--- config.mk ---
export PLATFORM = sky130hd
export DESIGN_NAME = indexed_list_insert_delete
export DESIGN_NICKNAME = d
export VERILOG_FILES = /design/src/sv/ili_pkg.sv /design/src/sv/ili_datapath.sv /design/src/sv/ili_ctrl.sv /design/src/sv/indexed_list_insert_delete.sv
export SDC_FILE = /design/constraint.sdc
export NUM_CORES = 2
export LEC_CHECK = 0
export ABC_AREA = 1
export BUFFER_PORTS_ARGS = -buffer_cell sky130_fd_sc_hd__buf_2
export CAP_MARGIN = 10
export CORE_MARGIN = 3
export CORE_UTILIZATION = 50
export CTS_CLUSTER_SIZE = 14
export DETAILED_ROUTE_END_ITERATION = 8
export HOLD_SLACK_MARGIN = 0.12
export PLACE_DENSITY_LB_ADDON = 0.05
export REMOVE_ABC_BUFFERS = 1
export SLEW_MARGIN = 10
export SYNTH_ARGS = -nofsm -noshare
export SYNTH_HDL_FRONTEND = slang
export SYNTH_SLANG_ARGS = --single-unit
--- constraint.sdc ---
create_clock -name clk -period 5.55 [get_ports clk]
set_input_delay 1.11 -clock clk [delete_from_list [all_inputs] [get_ports clk]]
set_output_delay 1.11 -clock clk [all_outputs]
set_load 0.005 [all_outputs]
--- src/sv/ili_pkg.sv ---
// Shared types and constants for the indexed list block.
// Used by the controller, the datapath and the top level; depends on nothing.
package ili_pkg;

	localparam int CNT_W  = 7;
	localparam int POS_W  = 6;
	localparam int WORD_W = 32;
	localparam int KIND_W = 3;
	localparam int ST_W   = 2;

	localparam logic [CNT_W-1:0] CAP_RESET = 7'd64;

	localparam logic [KIND_W-1:0] REQ_APPEND = 3'd0;
	localparam logic [KIND_W-1:0] REQ_INSERT = 3'd1;
	localparam logic [KIND_W-1:0] REQ_READ   = 3'd2;
	localparam logic [KIND_W-1:0] REQ_DELETE = 3'd3;
	localparam logic [KIND_W-1:0] REQ_WRITE  = 3'd4;

	localparam logic [ST_W-1:0] ST_DONE   = 2'd0;
	localparam logic [ST_W-1:0] ST_BADPOS = 2'd1;
	localparam logic [ST_W-1:0] ST_FULL   = 2'd2;

	typedef enum logic [2:0] {
		S_IDLE,
		S_EVAL,
		S_SHIFT,
		S_DRAIN,
		S_PLACE,
		S_RESULT
	} state_t;

	typedef enum logic [1:0] {
		WR_NONE,
		WR_APPEND,
		WR_POS
	} wsel_t;

	typedef struct packed {
		logic  load_req;
		logic  rd_pos;
		logic  ptr_init;
		logic  shift_rd;
		wsel_t wr_sel;
		logic  out_load;
	} cmd_t;

	typedef struct packed {
		logic [KIND_W-1:0] kind;
		logic              ok;
		logic              no_moves;
		logic              last;
		logic              out_free;
	} stat_t;

endpackage

--- src/sv/ili_datapath.sv ---
// Datapath of the indexed list: request registers, count, capacity, entry memory,
// shift pipeline and result register. Depends on ili_pkg; driven by ili_ctrl commands.
module ili_datapath #(
	parameter int DEPTH = 64
) (
	input  logic                      clk,
	input  logic                      arst_n,
	input  logic [ili_pkg::KIND_W-1:0] req_type,
	input  logic [ili_pkg::POS_W-1:0]  position,
	input  logic [ili_pkg::WORD_W-1:0] value,
	input  logic                      cfg_valid,
	input  logic [ili_pkg::CNT_W-1:0]  cfg_data,
	input  ili_pkg::cmd_t             cmd,
	output ili_pkg::stat_t            stat,
	input  logic                      out_ready,
	output logic                      out_valid,
	output logic [ili_pkg::WORD_W-1:0] read_value,
	output logic [ili_pkg::ST_W-1:0]   status,
	output logic [ili_pkg::CNT_W-1:0]  length,
	output logic                      is_empty,
	output logic                      is_full
);
	import ili_pkg::*;

	localparam int AW = $clog2(DEPTH);

	logic [KIND_W-1:0] kind_q;
	logic [POS_W-1:0]  pos_q;
	logic [WORD_W-1:0] word_q;
	logic [CNT_W-1:0]  count_q;
	logic [CNT_W-1:0]  cap_q;
	logic [CNT_W-1:0]  limit;
	logic [CNT_W-1:0]  pos_ext;
	logic [CNT_W-1:0]  count_m1;
	logic [CNT_W-1:0]  next_count;
	logic [CNT_W-1:0]  ptr_q;
	logic [CNT_W-1:0]  ptr_start;
	logic [CNT_W-1:0]  wptr_s1;
	logic              wv_s1;
	logic              full;
	logic              is_ins;
	logic              is_del;
	logic              ok;
	logic [ST_W-1:0]   st;
	logic [WORD_W-1:0] rd_word;

	logic [WORD_W-1:0] mem [DEPTH];
	logic [WORD_W-1:0] rdata_q;
	logic              mem_we;
	logic              mem_re;
	logic [CNT_W-1:0]  wr_idx;
	logic [CNT_W-1:0]  rd_idx;
	logic [WORD_W-1:0] wr_data;

	logic              out_valid_q;
	logic [WORD_W-1:0] read_value_q;
	logic [ST_W-1:0]   status_q;
	logic [CNT_W-1:0]  length_q;
	logic              is_empty_q;
	logic              is_full_q;

	// A capacity above DEPTH is capped at DEPTH.
	assign limit    = (int'(cap_q) > DEPTH) ? CNT_W'(DEPTH) : cap_q;
	assign pos_ext  = CNT_W'(pos_q);
	assign count_m1 = count_q - CNT_W'(1);
	assign full     = (count_q >= limit);
	assign is_ins   = (kind_q == REQ_INSERT);
	assign is_del   = (kind_q == REQ_DELETE);

	always_comb begin
		st = ST_DONE;
		case (kind_q)
			REQ_APPEND: begin
				if (full) st = ST_FULL;
			end
			REQ_INSERT: begin
				if (pos_ext > count_q) st = ST_BADPOS;
				else if (full) st = ST_FULL;
			end
			REQ_READ, REQ_DELETE, REQ_WRITE: begin
				if (pos_ext >= count_q) st = ST_BADPOS;
			end
			default: st = ST_DONE;
		endcase
	end

	assign ok = (st == ST_DONE);

	always_comb begin
		next_count = count_q;
		if (ok && (kind_q == REQ_APPEND || is_ins)) next_count = count_q + CNT_W'(1);
		else if (ok && is_del) next_count = count_m1;
	end

	always_comb begin
		rd_word = '0;
		if (kind_q == REQ_READ) rd_word = ok ? rdata_q : '1;
	end

	// Insert walks down from the top entry to the position, delete walks up from
	// the entry above the position; each read entry is written one place over.
	assign ptr_start = is_ins ? count_m1 : pos_ext + CNT_W'(1);

	assign stat.kind     = kind_q;
	assign stat.ok       = ok;
	assign stat.no_moves = is_ins ? (pos_ext == count_q) : (pos_ext == count_m1);
	assign stat.last     = is_ins ? (ptr_q == pos_ext) : (ptr_q == count_m1);
	assign stat.out_free = !out_valid_q || out_ready;

	always_comb begin
		mem_we  = 1'b0;
		wr_idx  = count_q;
		wr_data = word_q;
		if (wv_s1) begin
			mem_we  = 1'b1;
			wr_idx  = is_ins ? wptr_s1 + CNT_W'(1) : wptr_s1 - CNT_W'(1);
			wr_data = rdata_q;
		end else begin
			case (cmd.wr_sel)
				WR_APPEND: begin
					mem_we = 1'b1;
					wr_idx = count_q;
				end
				WR_POS: begin
					mem_we = 1'b1;
					wr_idx = pos_ext;
				end
				default: mem_we = 1'b0;
			endcase
		end
	end

	assign mem_re = cmd.shift_rd || cmd.rd_pos;
	assign rd_idx = cmd.shift_rd ? ptr_q : pos_ext;

	always_ff @(posedge clk) begin
		if (mem_we) mem[AW'(wr_idx)] <= wr_data;
		if (mem_re) rdata_q <= mem[AW'(rd_idx)];
	end

	always_ff @(posedge clk) begin
		if (cmd.load_req) begin
			kind_q <= req_type;
			pos_q  <= position;
			word_q <= value;
		end
		if (cmd.ptr_init) ptr_q <= ptr_start;
		else if (cmd.shift_rd) ptr_q <= is_ins ? ptr_q - CNT_W'(1) : ptr_q + CNT_W'(1);
		wptr_s1 <= ptr_q;
		if (cmd.out_load) begin
			read_value_q <= rd_word;
			status_q     <= st;
			length_q     <= next_count;
			is_empty_q   <= (next_count == '0);
			is_full_q    <= (next_count >= limit);
		end
	end

	always_ff @(posedge clk or negedge arst_n) begin
		if (!arst_n) begin
			count_q     <= '0;
			cap_q       <= CAP_RESET;
			wv_s1       <= 1'b0;
			out_valid_q <= 1'b0;
		end else begin
			if (cmd.out_load) count_q <= next_count;
			if (cfg_valid) cap_q <= cfg_data;
			wv_s1 <= cmd.shift_rd;
			if (cmd.out_load) out_valid_q <= 1'b1;
			else if (out_ready) out_valid_q <= 1'b0;
		end
	end

	assign out_valid  = out_valid_q;
	assign read_value = read_value_q;
	assign status     = status_q;
	assign length     = length_q;
	assign is_empty   = is_empty_q;
	assign is_full    = is_full_q;

	a_no_write_clash: assert property (@(posedge clk) disable iff (!arst_n)
		!(wv_s1 && cmd.wr_sel != WR_NONE))
		else $error("shift write and command write in the same cycle");

	a_count_stable: assert property (@(posedge clk) disable iff (!arst_n)
		!cmd.out_load |=> $stable(count_q))
		else $error("count changed without a result being loaded");

	a_shift_in_range: assert property (@(posedge clk) disable iff (!arst_n)
		cmd.shift_rd |-> (ptr_q < count_q))
		else $error("shift read outside the list");

	a_result_follows_load: assert property (@(posedge clk) disable iff (!arst_n)
		cmd.out_load |=> out_valid_q)
		else $error("loaded result not presented");

endmodule

--- src/sv/ili_ctrl.sv ---
// Controller of the indexed list: sequences evaluate, shift, place and result steps.
// Depends on ili_pkg; commands the ili_datapath and reads its status.
module ili_ctrl (
	input  logic           clk,
	input  logic           arst_n,
	input  logic           in_valid,
	output logic           in_ready,
	input  ili_pkg::stat_t stat,
	output ili_pkg::cmd_t  cmd
);
	import ili_pkg::*;

	state_t state_q;
	state_t state_d;

	always_ff @(posedge clk or negedge arst_n) begin
		if (!arst_n) begin
			state_q <= S_IDLE;
		end else begin
			state_q <= state_d;
		end
	end

	always_comb begin
		state_d      = state_q;
		cmd          = '0;
		cmd.wr_sel   = WR_NONE;
		in_ready     = 1'b0;
		case (state_q)
			S_IDLE: begin
				in_ready     = 1'b1;
				cmd.load_req = in_valid;
				if (in_valid) state_d = S_EVAL;
			end
			S_EVAL: begin
				state_d = S_RESULT;
				if (stat.ok) begin
					case (stat.kind)
						REQ_APPEND: cmd.wr_sel = WR_APPEND;
						REQ_WRITE:  cmd.wr_sel = WR_POS;
						REQ_READ:   cmd.rd_pos = 1'b1;
						REQ_INSERT: begin
							if (stat.no_moves) begin
								cmd.wr_sel = WR_POS;
							end else begin
								cmd.ptr_init = 1'b1;
								state_d      = S_SHIFT;
							end
						end
						REQ_DELETE: begin
							if (!stat.no_moves) begin
								cmd.ptr_init = 1'b1;
								state_d      = S_SHIFT;
							end
						end
						default: state_d = S_RESULT;
					endcase
				end
			end
			S_SHIFT: begin
				cmd.shift_rd = 1'b1;
				if (stat.last) state_d = S_DRAIN;
			end
			S_DRAIN: begin
				// The last moved entry is written by the datapath in this cycle.
				state_d = (stat.kind == REQ_INSERT) ? S_PLACE : S_RESULT;
			end
			S_PLACE: begin
				cmd.wr_sel = WR_POS;
				state_d    = S_RESULT;
			end
			S_RESULT: begin
				if (stat.out_free) begin
					cmd.out_load = 1'b1;
					state_d      = S_IDLE;
				end
			end
			default: state_d = S_IDLE;
		endcase
	end

	a_shift_has_moves: assert property (@(posedge clk) disable iff (!arst_n)
		(state_q == S_EVAL && cmd.ptr_init) |-> (stat.ok && !stat.no_moves))
		else $error("shift started with nothing to move");

	a_place_only_insert: assert property (@(posedge clk) disable iff (!arst_n)
		(state_q == S_PLACE) |-> (stat.kind == REQ_INSERT && stat.ok))
		else $error("placement step outside a valid insert");

	a_load_then_idle: assert property (@(posedge clk) disable iff (!arst_n)
		cmd.out_load |=> (state_q == S_IDLE))
		else $error("controller did not return to idle after a result");

endmodule

--- src/sv/indexed_list_insert_delete.sv ---
// Indexed list with append, insert, read, delete and overwrite at a position.
// Channels: s_axis carries one request per item, m_axis returns exactly one
// result per request, cfg writes the capacity register (always ready, write
// it only while the block is idle).
// Append, read, overwrite, unused kinds and refused requests go from
// the evaluate step straight to the result step; a delete that moves entries
// first passes through the shift and drain steps, and an insert that moves
// entries through shift, drain and place (a delete of the last entry and an
// insert at the list end move none). The list sits in a memory with one read
// and one write port, so entries move one per cycle through the read-then-write
// pipeline; s_axis_tready returns in the cycle after the result is loaded.
// A new request is accepted while the previous result still waits on m_axis;
// if the receiver stalls, the block finishes that request and holds it until
// the result register frees up.
// Reset clears the count to zero and sets the capacity to 64; entries are not
// cleared, as only positions below the count are ever read.
module indexed_list_insert_delete #(
	parameter int DEPTH = 64
) (
	input  logic        clk,
	input  logic        arst_n,
	input  logic        s_axis_tvalid,
	output logic        s_axis_tready,
	input  logic [39:0] s_axis_tdata,  // position[5:0], value[37:6], zero pad
	input  logic [2:0]  s_axis_tuser,  // req_type[2:0]
	output logic        m_axis_tvalid,
	input  logic        m_axis_tready,
	output logic [47:0] m_axis_tdata,  // read_value[31:0], length[38:32],
	                                   // is_empty[39], is_full[40], zero pad
	output logic [1:0]  m_axis_tuser,  // status[1:0]
	input  logic        cfg_valid,
	output logic        cfg_ready,
	input  logic [6:0]  cfg_data       // capacity
);
	import ili_pkg::*;

	cmd_t              cmd;
	stat_t             stat;
	logic [WORD_W-1:0] read_value;
	logic [CNT_W-1:0]  length;
	logic              is_empty;
	logic              is_full;

	assign cfg_ready = 1'b1;

	ili_ctrl u_ctrl (
		.clk      (clk),
		.arst_n   (arst_n),
		.in_valid (s_axis_tvalid),
		.in_ready (s_axis_tready),
		.stat     (stat),
		.cmd      (cmd)
	);

	ili_datapath #(
		.DEPTH (DEPTH)
	) u_datapath (
		.clk        (clk),
		.arst_n     (arst_n),
		.req_type   (s_axis_tuser),
		.position   (s_axis_tdata[5:0]),
		.value      (s_axis_tdata[37:6]),
		.cfg_valid  (cfg_valid),
		.cfg_data   (cfg_data),
		.cmd        (cmd),
		.stat       (stat),
		.out_ready  (m_axis_tready),
		.out_valid  (m_axis_tvalid),
		.read_value (read_value),
		.status     (m_axis_tuser),
		.length     (length),
		.is_empty   (is_empty),
		.is_full    (is_full)
	);

	assign m_axis_tdata = {7'b0, is_full, is_empty, length, read_value};

endmodule

# --- Word level (Yosys, flattened, before mapping) ---
# Memory sizes are Yosys's and may differ from the RTL's. A register that Yosys moved wholly into a read port is not among the register bits.
# Index checks and enable logic that the tools add are counted.
word_totals:
  regBits: 116
  ram_bits: 2048
  in_bits: 55
  output_inout_bits: 53
  mem_count: 1
op_classes:
  addsub: 7
  magnitude_cmp: 5
  eq_ne: 18
  muxes: 47
  reduce_logical: 16
mem_list:
  columns: ["memory", "words", "word_bits", "read_ports", "rd_ports_with_merged_regs", "write_ports", "line", "text"]
  rows:
  - ["u_datapath.mem", 64, 32, 1, 1, 1, "ili_datapath.sv:47", "logic [WORD_W-1:0] mem [DEPTH];"]
ops:
  columns: ["cell", "n"]
  rows:
  - ["32-bit 2-to-1 mux", 2]
  - ["7-bit 2-to-1 mux", 7]
  - ["6-bit 2-to-1 mux", 4]
  - ["1-bit 2-to-1 mux", 18]
  - ["3-bit 2-to-1 mux", 6]
  - ["3-bit case mux with 6 select lines", 1]
  - ["7-bit by 1-bit adder with 7-bit output, second input constant", 2]
  - ["6-bit by 7-bit equality test with 1-bit output", 2]
  - ["7-bit greater-or-equal comparator", 2]
  - ["7-bit by 1-bit subtractor with 7-bit output, second input constant", 2]
  - ["3-bit by 2-bit equality test with 1-bit output, second input constant", 4]
  - ["2-bit 2-to-1 mux", 6]
  - ["2-bit case mux with 3 select lines", 2]
  - ["3-bit equality test, second input constant", 3]
  - ["6-bit by 1-bit adder with 7-bit output, second input constant", 1]
  - ["7-bit by 6-bit equality test with 1-bit output", 1]
  - ["7-bit equality test", 1]
  - ["6-bit by 7-bit greater-or-equal comparator with 1-bit output", 1]
  - ["6-bit by 7-bit greater-than comparator with 1-bit output", 1]
  - ["7-bit greater-than comparator, second input constant", 1]
  - ["7-bit logical NOT", 1]
  - ["6-bit by 1-bit adder with 6-bit output, second input constant", 1]
  - ["3-bit by 1-bit equality test with 1-bit output, second input constant", 2]
  - ["3-bit logical NOT", 2]
  - ["other kinds (13)", 20]

# --- Longest topological paths before layout ---
depth:
  depth_word: 15
  ltp_mapped: 24
  depth_no_buf: 24

# --- Hierarchy ---
# Synthesis repeated with hierarchy kept, for this count alone.
hier_totals:
  cells_unflattened: 6813
  hier_area_um2: 88716.3
modules_own_cells:
  columns: ["module", "instances", "cells_per_inst", "area_per_inst_um2", "seq_area_each_um2"]
  rows:
  - ["ili_datapath", 1, 6751, 88324.7, 65714.3]
  - ["ili_ctrl", 1, 50, 309.0, 75.1]
  - ["indexed_list_insert_delete", 1, 12, 82.6, 0.0]

# --- Worst setup path after synthesis ---
# Ideal clock, no wire load.
synth_timing:
  path_kind: "register to register"
  start: "register u_datapath.cap_q[4]"
  end: "memory u_datapath.mem[0][0] (enable)"
  setup_time_ns: 0.421
  arrival_time_ns: 4.605
  required_ns: 5.129
  path_slack_ns: 0.524
  path_stages_with_launch: 22
  period_less_slack_ns: 5.026
  cell_sequence: "dfrtp_1 -> nor4_1 -> nand3_1 -> nand2_1 -> nand2_1 -> ha_1 -> nand2_1 -> o21ai_0 -> nand2_1 -> nand3_1 -> nand3_2 -> nand2_2 -> inv_1 -> a32o_1 -> ha_1 -> clkbuf_1 -> a21oi_1 -> o21ai_0 -> and2_1 -> nor2_1 -> nand2_1 -> nor2_1"
synth_between:
  elab_chain_len: 15
  elab_cells_between_ends: 18
synth_rtl:
  columns: ["item", "line", "text"]
  rows:
  - ["from (decl)", "ili_datapath.sv:31", "logic [CNT_W-1:0] cap_q;"]
  - ["from (signal assigned)", "ili_datapath.sv:167", "if (cfg_valid) cap_q <= cfg_data;"]
  - ["7-bit greater-than comparator", "ili_datapath.sv:63", "assign limit = (int'(cap_q) > DEPTH) ? CNT_W'(DEPTH) : cap_q;"]
  - ["7-bit 2-to-1 mux (*)", "ili_datapath.sv:63", null]
  - ["7-bit greater-or-equal comparator (*)", "ili_datapath.sv:66", "assign full = (count_q >= limit);"]
  - ["2-bit 2-to-1 mux (*)", "ili_datapath.sv:74, ili_datapath.sv:78", null]
  - ["2-bit 2-to-1 mux", "ili_datapath.sv:77", "if (pos_ext > count_q) st = ST_BADPOS;"]
  - ["2-bit case mux with 3 select lines (*)", "ili_datapath.sv:72", "case (kind_q)"]
  - ["2-bit logical NOT (*)", "ili_datapath.sv:87", "assign ok = (st == ST_DONE);"]
  - ["2-bit 2-to-1 mux (*)", "ili_ctrl.sv:37", "if (stat.ok) begin"]
  - ["2-bit case mux with 2 select lines (*)", "ili_ctrl.sv:29", "case (state_q)"]
  - ["2-bit by 1-bit equality test with 1-bit output or 2-bit equality test (tied branches)", "ili_datapath.sv:119", "case (cmd.wr_sel)"]
  - ["2-bit OR reduction (no source line)", null, null]
  - ["1-bit 2-to-1 mux", "ili_datapath.sv:119", null]
  - ["1-bit 2-to-1 mux", "ili_datapath.sv:114", "if (wv_s1) begin"]
  - ["1-bit 2-to-1 mux", "ili_datapath.sv:137", "if (mem_we) mem[AW'(wr_idx)] <= wr_data;"]
  - ["1-bit 2-to-1 mux (implied by the code)", "ili_datapath.sv:137", null]
  - ["to (decl)", "ili_datapath.sv:47", null]
# Mark *: on every way between the ends. The rest lies on a longest branch, timed or not.

# --- Worst setup path after layout ---
layout_timing:
  start: "register u_datapath.cap_q[4]"
  end: "memory u_datapath.mem[18][6] (enable)"
# The elaborated chain is that of the path after synthesis.

==> key figures <==
Layout
  – Layout area overhead: 12.7%
  – Design Area, Final: just over 100000 um^2
  – Final layout net count: approximately 7600
  – Layout cell share with drive strength beyond 1: 0.0952

Route
  – Routed vias: roughly 58000
  – Mean routed wirelength per cell: ~26 um
  – 1st-pass router iterations: 6
  – Routed WL: ~260 mm
  – First DRT Iteration DRCs: between 6000 and 7000
  – Via density: 5.84
  – Residual DRC: 0
  – ANT nets after route: 0

Power
  – Cell-internal power: 0.0310 W
  – Switching power: between 0.015 and 0.02 W
  – Max rail drop VDD: about 0.0003 V
  – Power per Cell Area: roughly 470 nW/um^2
  – Leakage power total: 35.2 nW
  – Clk pwr share: 0.296
  – Comb power frac: 0.272
  – Reg power frac: 0.432
  – Net Sw Frac: 0.346

Critical path
  – CP Launch Type: flop
  – Most frequent CP cell: nand2_1
  – Crit Path Category: reg2reg
  – Critical Path RT: about 6.1 ns
  – CP peak stage delay: approximately 0.40 ns
  – Slowest cell on the critical path: dfrtp_1
  – CP Capture Type: flop
  – CP Cell Sequence: nor4_1 > nand3_1 > nand2_1 > nand2_1 > ha_1 > nand2_1 > o21ai_0 > nand2_1 > nand3_1 > nand3_2 > nand2_2 > inv_1 > a32o_1 > ha_1 > o211ai_1 > o21ai_0 > nor2_1 > nand2_1 > buf_4 > nor2_4 > buf_12
  – CP Max Fanout: 32
  – CP arrival: 5.55 ns

Clock network
  – Post-CTS Setup Repair Bufs: 0
  – Clock Sinks: about 2200
  – H-tree Lvls: 4
  – Latest clock arrival within the worst-skew pair: between 0.8 and 0.9 ns
  – CTS root buf: clkbuf_16
  – Clk buf depth: 3
  – # hold bufs at CTS: 0
  – CTS tree: yes
  – Num CTS Buffers: 222
  – Clk slew on worst S/H paths: ~0.060 ns
  – Post-CTS sizing: 0

Die
  – Die Y: roughly 430 um
  – Core ar.: ~180000 um^2
  – Initial Util: 0.505
  – I/O Pins: roughly 110
  – Die X: 429 um
  – Die Area: around 180000 um^2
  – Cell Rows: 154

Logic synthesis
  – Synth area leader: edfxtp_1
  – Ys async rst share: 0.00865
  – Post-synth EDFFs: between 2000 and 2500
  – Seq cells post-synth: ~2200
  – Yosys synthesis warning count: 0
  – Netlist cell types: 44
  – Netlist Area Pre-Place: 89400 um^2
  – Post-Synthesis Cells: 7415
  – Mapped Avg Cell Area: 12.1 um^2
  – Primary FF master, synth: edfxtp_1
  – Share of the synthesized area in the top cell type: 0.729
  – Cells taking the most area after synthesis: edfxtp_1 73%, nand2_1 8.2%, nand3_1 5.8%, nor2_1 2.8%, o21ai_0 2.5%
  – Post-synthesis sequential area ratio: 0.736

Place
  – RD Place Congestion: roughly 0.88
  – Placement Cell Area: 94000 um^2
  – Post-place setup slack: roughly 0.56 ns
  – DP HPWL: 147 mm
  – IO Port Bufs: 97

STA
  – Final Max Slew Viols: 0
  – Fin crit share: 0.908
  – Final Skew: 0.0267 ns
  – Final Worst Setup Slack: between 0.5 and 0.6 ns
  – Hold Slack: roughly 0.23 ns
  – Worst-Margin Slew: between 1 and 1.5 ns
  – Minimum clock period: 5.04 ns
  – RSZ-0062 raised after global routing: false
  – Endpoints failing setup: 0
  – Slew headroom: 0.0987
  – Peak Freq: 198 MHz
  – Final Hold Vio Count: 0

Global routing
  – Largest net degree at the start of global routing: about 150
  – Vias in the first global route: about 55000
  – First-pass GRT wire length: about 380 mm
  – Number of antenna violations at the first check in global routing: 8
  – Grt ovf: 0
  – Tot GR Track Use: 0.280

Outcome
  – Status: finished, final reports clean

Worst hold path
  – Hold Crit Class: in2async

Job
  – Max cap viols: 0
cells by family after synthesis:
kind of cell             Yosys count  share of synthesized area
other                              2                  0.0000840
XOR/XNOR                          23                    0.00225
AND/OR/NAND/NOR                 3686                      0.170
AO/OA/AOI/OAI                    883                     0.0545
buffers and inverters            587                     0.0313
adder cells (fa/ha/maj)           35                    0.00507
multiplexers                       3                   0.000378
flip-flops                      2196                      0.736
metal layers:
metal / share of wire / vias up / track usage
met5: 0.00018 / - / 0
met4: 0.035 / 8 / 0.0988
met3: 0.079 / 369 / 0.0482
met2: 0.45 / 2281 / 0.429
met1: 0.43 / 29255 / 0.407
li1: - / 26577 / -
path summary, 6_finish.rpt:
check                           slack, ns                          endpoint                             from  depth (start not counted)
max in group asynchronous            4.97   u_datapath.cap_q[6]$_DFFE_PN1P_                           arst_n                          1
min in group clk                     0.44    u_datapath.word_q[7]$_DFFE_PP_                 s_axis_tdata[13]                          1
worst max-delay path                 0.51   u_datapath.mem[18][6]$_DFFE_PP_  u_datapath.cap_q[4]$_DFFE_PN0P_                         21
worst min-delay path                 0.23  u_datapath.out_valid$_DFFE_PN0P_                           arst_n                          1
worst min register to register       0.46     u_datapath.wptr_s1[2]$_DFF_P_    u_datapath.ptr_q[2]$_DFFE_PP_                          0
worst max register to register       0.51   u_datapath.mem[18][6]$_DFFE_PP_  u_datapath.cap_q[4]$_DFFE_PN0P_                         21
per-stage QoR:
step	TNS (ns)	util	total power, W	std cells
floorplan	-562.16	-	0.0296	6946
global placement	0	0.531	0.0335	9599
detailed placement	0	0.531	0.0337	9599
CTS	0	0.569	0.0476	10012
global route	0	0.569	0.0494	10012
finish	0	0.569	0.0475	10020
cell usage after synthesis (3+ instances only):
library cell  number
o21ai_1          139
xor2_1            19
xnor2_1            4
inv_2              8
clkbuf_1         131
inv_1            103
o21ai_0          454
o21a_1             4
nor2_4             3
buf_2            258
ha_1              33
dfxtp_1            6
dfrtp_1           18
a21oi_1           15
o211ai_1          73
mux2_2             3
nand2_2            7
buf_1             20
nand3_1         1036
edfxtp_1        2171
o22ai_1          190
nor2_1           678
nor2_2             3
nor3_1             3
buf_4             58
buf_6              7
nand4_1            7
nand2_1         1941
power groups by stage:
stage | Clock [W] | Combinational, W | Sequential (W)
floorplan | 0 | 0.00873 | 0.0209
global route | 0.0149 | 0.0140 | 0.0206
global placement | 0 | 0.0127 | 0.0208
finish | 0.0140 | 0.0129 | 0.0205
CTS | 0.0143 | 0.0129 | 0.0205
detailed placement | 0 | 0.0128 | 0.0209
registers in the layout, summed over array words and instances, names as in the netlist:
name and count:
u_datapath.status 2, u_datapath.word_q 32, u_datapath.cap_q 7, u_datapath.pos_q 6, u_datapath.wptr_s1 6, u_datapath.is_empty 1
u_datapath.rdata_q 32, u_datapath.read_value 32, u_datapath.count_q 7, u_datapath.is_full 1, u_datapath.length 7, u_ctrl.state_q 3
u_datapath.ptr_q 7, u_datapath.wv_s1 1, u_datapath.kind_q 3, u_datapath.mem 2048, u_datapath.out_valid 1
cell usage in the layout (no fill, tap or decap), types with 4 or more instances in the layout:
cell,netlist,layout
diode_2,0,8
ha_1,33,33
o21ai_1,139,138
nor2_1,678,613
nand3_1,1036,1036
buf_12,0,92
nor2_4,3,68
conb_1,2,8
xor2_1,19,19
clkinv_2,0,33
nand2_4,0,9
nand2_1,1941,1909
dfxtp_1,6,6
o21a_1,4,4
nand2_2,7,28
inv_6,0,7
nand4_1,7,7
xnor2_1,4,4
buf_2,258,97
inv_2,8,7
bufinv_16,0,9
dfrtp_1,18,17
clkbuf_16,0,224
o22ai_1,190,190
a21oi_1,15,15
edfxtp_1,2171,2171
o21ai_4,0,6
clkinv_1,1,71
o211ai_1,73,73
buf_4,58,124
inv_1,103,100
clkbuf_1,131,61
clkinv_8,0,7
o21ai_0,454,451
critical path, delay by kind of cell, from the launching register on:
kind	cells	cell delay, ns
simple gates	12	1.95
compound gates	4	0.99
buf+inv	3	0.71
fa+ha+maj	2	0.65
flops	1	0.40
cell type report:
type	instances	area (um^2)
Inverter	112	443
Multi-Input combinational cell	4638	21500
Clock buffer	285	5830
Fill cell	14676	76200
Sequential cell	2196	65800
Timing Repair Buffer	313	3260
Antenna cell	8	20.0
Tap cell	2340	2930
Clock inverter	128	893
Note: power is estimated with default switching activity, not from simulation.
